### src/hw/rtl/sfgm_pkg.sv
// Shared constants, item and record types and the owner-rank encoder
// for the sorted face group matcher. No dependencies.
package sfgm_pkg;

  localparam int MAX_RANKS   = 64;
  localparam int ID_BITS     = 40;
  localparam int ID_W        = ID_BITS + 1;
  localparam int PATCH_W     = 17;
  localparam int NUM_ENTRIES = MAX_RANKS + 1;
  localparam int IDX_W       = 7;
  localparam int CFG_W       = 7;
  localparam int FACE_W      = 3;
  localparam int FACE_HI_W   = 8;
  localparam int OWN_W       = 6;
  localparam int OWN_HI_W    = 7;

  localparam logic [FACE_HI_W-1:0] NO_FACE = 8'd255;

  typedef enum logic [1:0] {
    OP_LOAD  = 2'd0,
    OP_FACE  = 2'd1,
    OP_FLUSH = 2'd2
  } op_t;

  typedef enum logic [1:0] {
    ST_INTERIOR = 2'd0,
    ST_BOUNDARY = 2'd1,
    ST_ERROR    = 2'd2
  } status_t;

  typedef struct packed {
    logic [1:0]         op;
    logic [ID_W-1:0]    key0;
    logic [ID_W-1:0]    key1;
    logic [ID_W-1:0]    key2;
    logic [ID_W-1:0]    key3;
    logic [ID_W-1:0]    cell_id;
    logic [PATCH_W-1:0] patch_id;
    logic [FACE_W-1:0]  local_face;
    logic               is_surface;
    logic [IDX_W-1:0]   table_index;
    logic [ID_BITS-1:0] table_value;
  } in_item_t;

  // Closed-group record before the owner ranks are attached
  typedef struct packed {
    status_t              status;
    logic [ID_W-1:0]      key0;
    logic [ID_W-1:0]      key1;
    logic [ID_W-1:0]      key2;
    logic [ID_W-1:0]      key3;
    logic [ID_W-1:0]      cell_low;
    logic [ID_W-1:0]      cell_high;
    logic [PATCH_W-1:0]   face_patch;
    logic [FACE_W-1:0]    face_low;
    logic [FACE_HI_W-1:0] face_high;
  } face_rec_t;

  // First entry above the id, minus one, clamped to 0..rc-1.
  // hits are already masked to entries 0..rc.
  function automatic logic [OWN_W-1:0] owner_of(input logic [NUM_ENTRIES-1:0] hits,
                                                 input logic [IDX_W-1:0] rc);
    logic [IDX_W-1:0] pos;
    logic [IDX_W-1:0] own;
    pos = rc + IDX_W'(1);
    for (int i = NUM_ENTRIES - 1; i >= 0; i--) begin
      if (hits[i]) begin
        pos = IDX_W'(i);
      end
    end
    if (pos == '0) begin
      own = '0;
    end else if (pos > rc) begin
      own = rc - IDX_W'(1);
    end else begin
      own = pos - IDX_W'(1);
    end
    return own[OWN_W-1:0];
  endfunction

endpackage

### src/hw/rtl/sfgm_group.sv
// Group tracker: holds the open key run, its volume faces and patch,
// and builds the record when a run closes. Uses sfgm_pkg.
module sfgm_group (
  input  logic                 clk,
  input  logic                 rst_n,
  input  logic                 item_valid,
  input  logic                 advance,
  input  sfgm_pkg::in_item_t   item,
  output logic                 rec_valid,
  output sfgm_pkg::face_rec_t  rec
);

  logic                                open_r, open_nxt;
  logic [1:0]                          vcnt_r, vcnt_nxt;
  logic                                ovf_r, ovf_nxt;
  logic [sfgm_pkg::ID_W-1:0]           key_r [4];
  logic [sfgm_pkg::ID_W-1:0]           key_nxt [4];
  logic [sfgm_pkg::ID_W-1:0]           cell_r [2];
  logic [sfgm_pkg::ID_W-1:0]           cell_nxt [2];
  logic [sfgm_pkg::FACE_W-1:0]         face_r [2];
  logic [sfgm_pkg::FACE_W-1:0]         face_nxt [2];
  logic [sfgm_pkg::PATCH_W-1:0]        patch_r, patch_nxt;

  sfgm_pkg::face_rec_t close_rec;
  logic                close_ok;
  logic                key_match;
  logic                do_close;
  logic                do_start;
  logic                do_add;
  logic [1:0]          base_vcnt;
  logic                base_ovf;
  logic                swap;

  // Record built from the current group contents
  always_comb begin
    swap                 = $signed(cell_r[0]) > $signed(cell_r[1]);
    close_rec.key0       = key_r[0];
    close_rec.key1       = key_r[1];
    close_rec.key2       = key_r[2];
    close_rec.key3       = key_r[3];
    close_rec.status     = sfgm_pkg::ST_ERROR;
    close_rec.cell_low   = '1;
    close_rec.cell_high  = '1;
    close_rec.face_patch = '1;
    close_rec.face_low   = '0;
    close_rec.face_high  = sfgm_pkg::NO_FACE;
    close_ok             = 1'b1;
    if (ovf_r) begin
      close_ok = 1'b1;
    end else if (vcnt_r == 2'd2) begin
      close_rec.status    = sfgm_pkg::ST_INTERIOR;
      close_rec.cell_low  = swap ? cell_r[1] : cell_r[0];
      close_rec.cell_high = swap ? cell_r[0] : cell_r[1];
      close_rec.face_low  = swap ? face_r[1] : face_r[0];
      close_rec.face_high = sfgm_pkg::FACE_HI_W'(swap ? face_r[0] : face_r[1]);
    end else if (vcnt_r == 2'd1) begin
      close_rec.status     = sfgm_pkg::ST_BOUNDARY;
      close_rec.cell_low   = cell_r[0];
      close_rec.face_patch = patch_r;
      close_rec.face_low   = face_r[0];
    end else begin
      close_ok = 1'b0;
    end
  end

  always_comb begin
    key_match = (item.key0 == key_r[0]) && (item.key1 == key_r[1]) &&
                (item.key2 == key_r[2]) && (item.key3 == key_r[3]);
    do_close  = 1'b0;
    do_start  = 1'b0;
    do_add    = 1'b0;
    unique case (item.op)
      sfgm_pkg::OP_FLUSH: begin
        do_close = open_r;
      end
      sfgm_pkg::OP_FACE: begin
        if (open_r && key_match) begin
          do_add = 1'b1;
        end else begin
          do_close = open_r;
          do_start = 1'b1;
          do_add   = 1'b1;
        end
      end
      default: begin
      end
    endcase
  end

  assign rec_valid = item_valid && do_close && close_ok;
  assign rec       = close_rec;

  // Next group state: restart first if needed, then fold in the item
  always_comb begin
    open_nxt  = open_r;
    key_nxt   = key_r;
    cell_nxt  = cell_r;
    face_nxt  = face_r;
    patch_nxt = patch_r;
    base_vcnt = do_start ? 2'd0 : vcnt_r;
    base_ovf  = do_start ? 1'b0 : ovf_r;
    vcnt_nxt  = base_vcnt;
    ovf_nxt   = base_ovf;
    if (do_close) begin
      open_nxt = 1'b0;
    end
    if (do_start) begin
      open_nxt   = 1'b1;
      key_nxt[0] = item.key0;
      key_nxt[1] = item.key1;
      key_nxt[2] = item.key2;
      key_nxt[3] = item.key3;
      patch_nxt  = '1;
    end
    if (do_add) begin
      if (item.is_surface) begin
        patch_nxt = item.patch_id;
      end else if (base_vcnt != 2'd2) begin
        cell_nxt[base_vcnt[0]] = item.cell_id;
        face_nxt[base_vcnt[0]] = item.local_face;
        vcnt_nxt               = base_vcnt + 2'd1;
      end else begin
        ovf_nxt = 1'b1;
      end
    end
  end

  always_ff @(posedge clk) begin
    if (!rst_n) begin
      open_r <= 1'b0;
      vcnt_r <= 2'd0;
      ovf_r  <= 1'b0;
    end else if (advance) begin
      open_r <= open_nxt;
      vcnt_r <= vcnt_nxt;
      ovf_r  <= ovf_nxt;
    end
  end

  always_ff @(posedge clk) begin
    if (!rst_n) begin
      patch_r <= '1;
    end else if (advance) begin
      patch_r <= patch_nxt;
    end
  end

  always_ff @(posedge clk) begin
    if (advance) begin
      key_r  <= key_nxt;
      cell_r <= cell_nxt;
      face_r <= face_nxt;
    end
  end

endmodule

### config.mk
export PLATFORM = sky130hd
export DESIGN_NAME = sfgm_group
export DESIGN_NICKNAME = d
export VERILOG_FILES = /design/src/hw/rtl/sfgm_pkg.sv /design/src/hw/rtl/sfgm_group.sv
export SDC_FILE = /design/constraint.sdc
export NUM_CORES = 1
export LEC_CHECK = 0
export BUFFER_PORTS_ARGS = -buffer_cell sky130_fd_sc_hd__buf_2
export CORE_AREA = 2 2 219 221
export CTS_CLUSTER_DIAMETER = 50
export CTS_CLUSTER_SIZE = 8
export DETAILED_ROUTE_END_ITERATION = 16
export DIE_AREA = 0 0 221 223
export GPL_TIMING_DRIVEN = 0
export SLEW_MARGIN = 25
export SYNTH_ARGS = -nofsm -noshare
export SYNTH_HDL_FRONTEND = slang
export SYNTH_SLANG_ARGS = --single-unit
### constraint.sdc
create_clock -name clk -period 16.65 [get_ports clk]
set_input_delay 3.33 -clock clk [delete_from_list [all_inputs] [get_ports clk]]
set_output_delay 3.33 -clock clk [all_outputs]
set_load 0.005 [all_outputs]
=== Word-level counts from Yosys, hierarchy flattened ===
Index checks and enable logic that the tools add are counted.
W data, S select, Z words.

* Flip-flop bits (word level): 273
* Input bits: 279
* Output and inout port bits: 277
* Word-level logic and storage cells: 80

* Muxes and demuxes: 42
* Reductions and logical operators: 11
* Bitwise gates (word level): 2
* Add/subtract/negate cells: 1
* Order comparisons: 3
* Equal/unequal tests: 9

{| class="wikitable"
|+ Operator list
! kind !! number
|-
| $mux W41 || 6
|-
| $eq A41 B41 Y1 || 4
|-
| $mux W110 || 1
|-
| $bwmux W82 || 1
|-
| $mux W17 || 4
|-
| $demux W41 S1 || 1
|-
| $gt A41 B41 Y1 || 1
|-
| $mux W20 || 1
|-
| $mux W2 || 7
|-
| $mux W1 || 13
|-
| $mux W3 || 4
|-
| $mux W8 || 1
|-
| $logic_and A1 B1 Y1 || 7
|-
| $bwmux W6 || 1
|-
| $eq A2 B1 Y1 const B || 2
|-
| $eq A2 B2 Y1 const B || 2
|-
| $reduce_and A2 Y1 || 2
|-
| $reduce_and A4 Y1 || 1
|-
| $demux W3 S1 || 1
|-
| $add A2 B1 Y2 const B || 1
|-
| $ge A2 B2 Y1 const B || 1
|-
| $lt A2 B1 Y1 const B || 1
|-
| $ne A2 B2 Y1 const B || 1
|-
| $not A1 Y2 || 1
|-
| other kinds (3) || 3
|}

=== Logic depth before layout (Yosys ltp) ===
Gate-level depths: netlist (run 1).

* Word-level depth: 14
* Mapped depth: 10
* Gate-level depth less buffers: 9

=== Worst setup path before layout (run 1) ===
No wires, ideal clock.

* Path type: input to register
* From: input item[159] (netlist name)
* To: register cell_r[0] (netlist name) (enable)
* Path buffers: 0
* Stages: 8
* Setup time: 555 ps
* Setup slack: 6747 ps
* Arrival time: 9348 ps
* Required time: 16095 ps
* Cells stage by stage: xor2_1 -> or4b_1 -> nor4_1 -> and4_1 -> a41oi_1 -> nand2b_1 -> ha_1 -> nor4_1

* Longest elaborated chain between the ends: 9

{| class="wikitable"
|+ Ends and longest elaborated chain
! item !! line !! text
|-
| from (decl) || sfgm_group.sv:8 || <nowiki>input sfgm_pkg::in_item_t item,</nowiki>
|-
| $eq A41 B41 Y1 || sfgm_group.sv:68 || <nowiki>(item.key2 == key_r[2]) && (item.key3 == key_r[3]);</nowiki>
|-
| $logic_and A1 B1 Y1 || sfgm_group.sv:67 || <nowiki>key_match = (item.key0 == key_r[0]) && (item.key1 == key_r[1]) &&</nowiki>
|-
| $logic_and A1 B1 Y1 || sfgm_group.sv:68 ||
|-
| $logic_and A1 B1 Y1 || sfgm_group.sv:77 || <nowiki>if (open_r && key_match) begin</nowiki>
|-
| $mux W1 || sfgm_group.sv:77 ||
|-
| $mux W1 || sfgm_group.sv:72 || <nowiki>unique case (item.op)</nowiki>
|-
| $mux W2 || sfgm_group.sv:100 || <nowiki>base_vcnt = do_start ? 2'd0 : vcnt_r;</nowiki>
|-
| $ne A2 B2 Y1 || sfgm_group.sv:118 || <nowiki>end else if (base_vcnt != 2'd2) begin</nowiki>
|-
| $reduce_and A4 Y1 (no line) || -- ||
|-
| to (signal assigned) || sfgm_group.sv:151 || <nowiki>cell_r <= cell_nxt;</nowiki>
|-
| to (decl) || sfgm_group.sv:18 || <nowiki>logic [sfgm_pkg::ID_W-1:0] cell_r [2];</nowiki>
|}

Every way passes these cells.
A chain may end at the register's enable or synchronous reset.

=== Worst setup path after layout (run 1) ===
* From: input item[147] (netlist name)
* To: output rec_valid

* Longest elaborated chain between the ends: 7

{| class="wikitable"
|+ Ends and longest elaborated chain
! item !! line !! text
|-
| $eq A41 B41 Y1 || sfgm_group.sv:68 ||
|-
| $logic_and A1 B1 Y1 || sfgm_group.sv:68 ||
|-
| $logic_and A1 B1 Y1 || sfgm_group.sv:77 ||
|-
| $mux W1 || sfgm_group.sv:77 ||
|-
| $pmux W1 S2 || sfgm_group.sv:72 ||
|-
| $logic_and A1 B1 Y1 (2 in a row) || sfgm_group.sv:90 || <nowiki>assign rec_valid = item_valid && do_close && close_ok;</nowiki>
|-
| to (decl) || sfgm_group.sv:9 || <nowiki>output logic rec_valid,</nowiki>
|}

Every way passes these cells.

==> impl_metrics.tcl, run 1 <==
set metrics [dict create \
    status "complete, no violations" \
    crit_path_max_incr_delay_ns 0.59 \
    timing.critical_path.fanout_max 3 \
    worst-slew-pin-transition_ns 0.821 \
    timing.critical_path.cells "buf_2 -> xnor2_1 -> o221ai_1 -> or4_1 -> nor4_2 -> nand3_1 -> a21oi_1 -> nor2_1 -> buf_2" \
    vias_per_cell 4.82 \
    layout.cells.most_common "sky130_fd_sc_hd__buf_2" \
    htree_num_levels 2 \
    cts_inserted_buffers 43 \
    clock.fmax_ghz 0.113 \
    global_route.usage.total_pct 17.5 \
    synthCells 958 \
    clk_pin_slew_ns 0.04 \
    dpl_cell_area_sq_um 16300 \
    p_leak_nw 6.58 \
    vias 10401 \
    final-hold-violation-count 0 \
    drt_first_iter_violations 592 \
    drc 0 \
    synth_seq_cells 273 \
    synth_top_area_share_pct 58.9 \
    final_critical_path_setup_slack_ns 7.77 \
    overflow 0 \
    postCtsSetupRepairBufs 0 \
    final_util_pct 37.1 \
    area_growth_syn_to_layout_pct 36.1 \
    post_synthesis_mean_instance_area_sq_um 13.4 \
    critical_path_class "input port to output pin" \
    timing.critical_path.arrival_ns 5.55 \
    dp_slack_ns 7.51 \
    cp-end-kind "output pin" \
    postSynth.asyncResetShare_pct 0 \
    detail_route.wirelength_um 44800 \
    synth.net_count 1283 \
    ctsRootBufferMaster "sky130_fd_sc_hd__clkbuf_16" \
    hold_path.class "flip-flop to flip-flop" \
    insertion_delay_ns 0.55 \
    critical_path_buf_inv_count 2 \
    slew_viol_final 0 \
    initial_core_util_pct 27.2 \
    power-per-cell-area_nw_per_um2 98.0 \
    maxSlewHeadroom_pct 44.7 \
    total_number_of_placement_rows 80 \
    synth-edff-count 252 \
    final-seq-area_sq_um 7990 \
    grt_start_max_net_pins 103 \
    ctsLongestPathBuffers 3 \
    critical-path-top-cell-by-count "sky130_fd_sc_hd__buf_2" \
    post_layout_total_power_w 0.00171 \
    cpMaxStageDelayCell "sky130_fd_sc_hd__or4_1" \
    post_drt_wl_per_cell_um 20.8 \
    multi_input_comb_area_sq_um 4480 \
    drive_above_1_share_pct 38.2 \
    netlist-cell-type-count 49 \
    synthesis.area_sq_um 12800 \
    synth_top_cells_by_area "sky130_fd_sc_hd__edfxtp_1 (59%), sky130_fd_sc_hd__xnor2_1 (6.1%), sky130_fd_sc_hd__xor2_1 (4.6%)" \
    final-setup-viol-count 0 \
    period_share_pct 53.4 \
    top_level_ports 556 \
    grt_antenna_before_repair 13 \
    dieArea_sq_um 49300 \
    post_cts_resized 0 \
    route.antenna.remaining_nets 0 \
    finalNetCount 1846 \
    grt_pass1_wl_um 65600 \
    crit_family "simple AND/OR/NAND/NOR gates" \
    n_fill_cell 4654 \
    first_global_vias 10994 \
    ys.warnings.count 0 \
    maxCapViolCount 0 \
    hpwl_um 36500 \
    floorplan.die.width_um 221 \
    finalWeightedCongestion 0.882 \
    rsz0062_at_grt "false" \
    die_height_um 223 \
    design.core.area_sq_um 47100 \
    drt_pass1_iterations 4 \
    worstSetupStartpointType "input port" \
    cp_data_required_time_ns 13.32 \
    synth-main-ff-cell "sky130_fd_sc_hd__edfxtp_1" \
    tritoncts "yes" \
    clock-sinks 273 \
    postCtsHoldBufs 0 \
    worst_ir_drop_on_vdd_mv 0.0681 \
    ys_seq_area_share_pct 62.2 \
    finClkSkew_ns 0.0304 \
    port_buffer_count 507 \
    netlist.top_cell.by_area "sky130_fd_sc_hd__edfxtp_1" \
    most_used_cells_in_the_layout_excluding_fill_and_tap_cells "sky130_fd_sc_hd__buf_2 (521), sky130_fd_sc_hd__edfxtp_1 (252), sky130_fd_sc_hd__xnor2_1 (90)" \
    post-route-min-period_ns 8.88 \
    post-route-cell-area_sq_um 17500 \
    fin_setup_tns_ns 0 \
]
final timing paths:
kind,start,to,slack [ns],cells past startpoint
worst max-delay path,item[147],rec_valid,7.77,9
worst min-delay path,patch_r[14],patch_r[14],0.45,1
worst max register to register,rec[148],cell_r[12],11.84,13
worst min register to register,patch_r[14],patch_r[14],0.45,1
cell families after synthesis:
logic type,Yosys count,share of synthesized area (%)
AOI/OAI and AO/OA,194,10.8
xor gates and xnor gates,158,10.8
adders and majority gates,46,4.48
buffers and inverters,98,3.10
DFF,273,62.2
and+or+nand+nor,189,8.71
Yosys cell counts, drive strengths merged (2+ instances only):
master  number
nor2        14
o211ai      46
a21o         3
or2          3
xor2        68
o22ai        6
edfxtp     252
nor4        29
inv         62
xnor2       90
clkbuf      24
o221ai       2
buf         12
nand4       56
o22a        59
and4         2
o21a         4
nor4b        3
nand2       20
nand4b       2
dfxtp       21
ha          46
a21oi       19
o21ai       45
nand3       18
nor3         3
nor2b        3
nand2b      25
or4          6
registers in the layout (all words and copies together), names as in the netlist:
signal   cells
patch_r     17
ovf_r        1
face_r       6
open_r       1
rec        164
cell_r      82
vcnt_r       2
power breakdown:
part / total (W) / internal, W / switching, W
Clock: 0.000778 / 0.000478 / 0.000300
Sequential: 0.000793 / 0.000777 / 0.0000156
Combinational: 0.000144 / 0.0000644 / 0.0000792
through the flow:
stage / hold slack [ns] / std cells
6_report: 0.450 / 2156
5_1_grt: 0.468 / 2153
4_1_cts: 0.452 / 2153
3_5_place_dp: 0.441 / 2091
3_3_place_gp: 0.435 / 2080
2_1_floorplan: 0.428 / 958
metal layers:
layer	share of wire, %	global-route usage, %	up-vias
li1	-	-	4799
met1	36	18.5	5023
met2	51	31.6	466
met3	9.2	6.22	95
met4	3.9	7.36	18
met5	0.23	0	-
cell type report:
cell class | instances | area share [%]
Antenna cell | 3 | 0.0429
Sequential cell | 273 | 45.7
Inverter | 62 | 1.37
Buffer | 36 | 0.945
Tap cell | 615 | 4.40
Multi-Input combinational cell | 587 | 25.6
Timing Repair Buffer | 518 | 15.1
Clock inverter | 9 | 0.351
Clock buffer | 53 | 6.55
No activity file was read; power rests on OpenSTA's default activity.
==> inputs of run 2 (changes only) <==
ABC_AREA = 1   (was default)
CORE_AREA = 2 2 213 215   (was 2 2 219 221)
DIE_AREA = 0 0 215 217   (was 0 0 221 223)
clock period = 8.8 ns   (was 16.65 ns; I/O delays follow)
==> run 2 against run 1 <==
  * Critical path depth grew 6
  * Sequential share of layout area fell by 4.1 points
  * Combinational power increased by 130%
  * Clock power is 100% higher
  * Worst hold slack improved by 0.015 ns
  * Clock skew rose by 0.0075 ns
  * Via count rose by 23%
  * Utilization is 5.9 points higher
  * Synthesized cell count rose by 62%
  * Total power grew 99%
  * Critical path type is now flip-flop to output pin
  * Critical endpoint is now rec[29]
  * Highest routed layer unchanged
==> impl_metrics.tcl, run 2 <==
set metrics [dict create \
    cts_inserted_buffers 44 \
    worst_ir_drop_on_vdd_mv 0.143 \
    hold_path.class "flip-flop to flip-flop" \
    layout.cells.most_common "sky130_fd_sc_hd__buf_2" \
    ctsLongestPathBuffers 3 \
    p_leak_nw 8.36 \
    worst-slew-pin-transition_ns 0.781 \
    final_util_pct 43.0 \
    hpwl_um 39100 \
    detail_route.wirelength_um 49300 \
    crit_path_max_incr_delay_ns 0.44 \
    largest_register_ff_count 164 \
    synthCells 1551 \
    final-hold-violation-count 0 \
    post_layout_nonfiller_instances 2748 \
    grt_pass1_wl_um 72500 \
    drc 0 \
    ys.warnings.count 0 \
    slew_viol_final 0 \
    design.core.area_sq_um 44700 \
    grt_start_max_net_pins 88 \
    critical_path_buf_inv_count 4 \
    dieArea_sq_um 46700 \
    synth_top_area_share_pct 52.2 \
    ctsRootBufferMaster "sky130_fd_sc_hd__clkbuf_16" \
    floorplan.die.width_um 215 \
    crit_family "simple AND/OR/NAND/NOR gates" \
    global_route.usage.total_pct 20.4 \
    synth-edff-count 252 \
    synthesis.area_sq_um 14500 \
    synth_top_cells_by_area "sky130_fd_sc_hd__edfxtp_1 (52%), sky130_fd_sc_hd__nand2_1 (11%), sky130_fd_sc_hd__xnor2_1 (6.9%)" \
    clock.fmax_ghz 0.185 \
    final-setup-viol-count 0 \
    number_of_placed_instances_with_taps_included 2666 \
    postCtsHoldBufs 0 \
    status "complete, no violations" \
    postSynth.asyncResetShare_pct 0 \
    finalNetCount 2437 \
    timing.critical_path.cells "ha_1 -> nand2_1 -> nor2_1 -> nand3_1 -> nor4_1 -> nand3_1 -> nand2_1 -> o21bai_2 -> buf_6 -> nand2_8 -> inv_2 -> buf_2 -> nand2_1 -> nand3_1 -> buf_2" \
    total_number_of_placement_rows 78 \
    synth.net_count 1876 \
    post-route-min-period_ns 5.41 \
    die_height_um 217 \
    drive_above_1_share_pct 30.6 \
    clk_pin_slew_ns 0.05 \
    finClkSkew_ns 0.0379 \
    post_synthesis_mean_instance_area_sq_um 9.35 \
    cp-end-kind "output pin" \
    htree_num_levels 2 \
    clock-sinks 273 \
    maxCapViolCount 0 \
    overflow 0 \
    insertion_delay_ns 0.58 \
    vias 12778 \
    netlist.top_cell.by_area "sky130_fd_sc_hd__edfxtp_1" \
    most_used_cells_in_the_layout_excluding_fill_and_tap_cells "sky130_fd_sc_hd__buf_2 (522), sky130_fd_sc_hd__nand2_1 (426), sky130_fd_sc_hd__edfxtp_1 (252)" \
    critical_path_class "flip-flop to output pin" \
    netlist-cell-type-count 35 \
    synth_most_common_cell "sky130_fd_sc_hd__nand2_1" \
    period_share_pct 61.4 \
    postCtsSetupRepairBufs 0 \
    cp_data_required_time_ns 7.04 \
    tritoncts "yes" \
    grt_antenna_before_repair 29 \
    maxSlewHeadroom_pct 47.9 \
    timing.critical_path.arrival_ns 3.65 \
    ys_seq_area_share_pct 55.1 \
    top_post_synthesis_cells_by_count "sky130_fd_sc_hd__nand2_1 (426), sky130_fd_sc_hd__edfxtp_1 (252), sky130_fd_sc_hd__inv_1 (202), sky130_fd_sc_hd__nand3_1 (128), sky130_fd_sc_hd__xnor2_1 (114)" \
    rsz0062_at_grt "false" \
    synth-main-ff-cell "sky130_fd_sc_hd__edfxtp_1" \
    timing.critical_path.fanout_max 10 \
    port_buffer_count 508 \
    drt_first_iter_violations 808 \
    finalWeightedCongestion 0.862 \
    initial_core_util_pct 32.4 \
    top_level_ports 556 \
    post_drt_wl_per_cell_um 17.9 \
    synth_seq_cells 273 \
    vias_per_cell 4.65 \
    post_cts_resized 0 \
    first_global_vias 12551 \
    drt_pass1_iterations 6 \
    worstSetupStartpointType "flip-flop" \
    area_growth_syn_to_layout_pct 32.6 \
    route.antenna.remaining_nets 0 \
    cpMaxStageDelayCell "sky130_fd_sc_hd__edfxtp_1" \
    power-per-cell-area_nw_per_um2 177 \
]
## run 2: power breakdown
part	switching (W)	internal, W	total, W
Sequential	0.0000311	0.00148	0.00151
Clock	0.000624	0.000946	0.00157
Combinational	0.000187	0.000141	0.000329
Total	0.000843	0.00256	0.00341
## run 2: cell type report
class / instances / area [sq um]
fillers: 4509 / 25500
flip-flops and latches: 273 / 7990
multi-input cells: 1018 / 5450
repair buffers: 515 / 2620
clock buffers: 60 / 1190
inverters: 204 / 776
well taps: 600 / 751
plain buffers: 56 / 305
clock inverters: 10 / 114
diodes: 12 / 30.0
## run 2: through the flow
step / cell area [sq um] / setup TNS (ns) / power, W / setup slack, ns / hold slack, ns
6_report: 19200 / 0 / 0.00341 / 3.39 / 0.465
4_1_cts: 19200 / 0 / 0.00345 / 3.39 / 0.467
2_1_floorplan: 14500 / 0 / 0.00169 / 2.32 / 0.439
3_5_place_dp: 17900 / 0 / 0.00186 / 3.53 / 0.460
3_3_place_gp: 17800 / -27.48 / 0.00186 / -0.632 / 0.447
5_1_grt: 19200 / 0 / 0.00354 / 3.20 / 0.497
## run 2: kinds of logic (layout without fill, tap and decap cells)
kind of cell / Yosys count / count (layout) / share of synthesized area, %
AOI/OAI and AO/OA: 125 / 125 / 4.43
xor gates and xnor gates: 124 / 124 / 7.49
adders and majority gates: 46 / 46 / 3.97
buffers and inverters: 260 / 845 / 7.38
DFF: 273 / 273 / 55.1
other: 0 / 12 / 0
and+or+nand+nor: 723 / 723 / 21.7
## run 2: worst reg2reg max path: stages, from the launching register on
cell and delay (ns):
sky130_fd_sc_hd__edfxtp_1 0.41, sky130_fd_sc_hd__nand2_1 0.10, sky130_fd_sc_hd__nand2_1 0.06, sky130_fd_sc_hd__nor2_1 0.13, sky130_fd_sc_hd__nand2_1 0.08, sky130_fd_sc_hd__nor2_1 0.16
sky130_fd_sc_hd__nand3_1 0.21, sky130_fd_sc_hd__nor2_1 0.16, sky130_fd_sc_hd__nand3_1 0.14, sky130_fd_sc_hd__nand2_1 0.15, sky130_fd_sc_hd__nand3_1 0.18, sky130_fd_sc_hd__ha_1 0.31
sky130_fd_sc_hd__nor3_2 0.31, sky130_fd_sc_hd__buf_4 0.23, sky130_fd_sc_hd__buf_4 0.21, sky130_fd_sc_hd__buf_4 0.21, sky130_fd_sc_hd__buf_6 0.17
## run 2: metal layers
| metal | GRT usage (%) | part of all wire, % | vias up |
|---|---|---|---|
| met4 | 9.79 | 4.7 | 32 |
| li1 | - | - | 6190 |
| met2 | 34.7 | 48 | 533 |
| met1 | 22.2 | 37 | 5886 |
| met5 | 0 | 0.44 | - |
| met3 | 7.98 | 9.9 | 137 |
## run 2: worst paths after layout
kind	start	slack [ns]	end	cells after the start
worst max-delay path	cell_r[65]	3.39	rec[29]	15
worst min-delay path	open_r	0.47	open_r	2
worst max register to register	rec[263]	5.30	cell_r[7]	16
worst min register to register	open_r	0.47	open_r	2
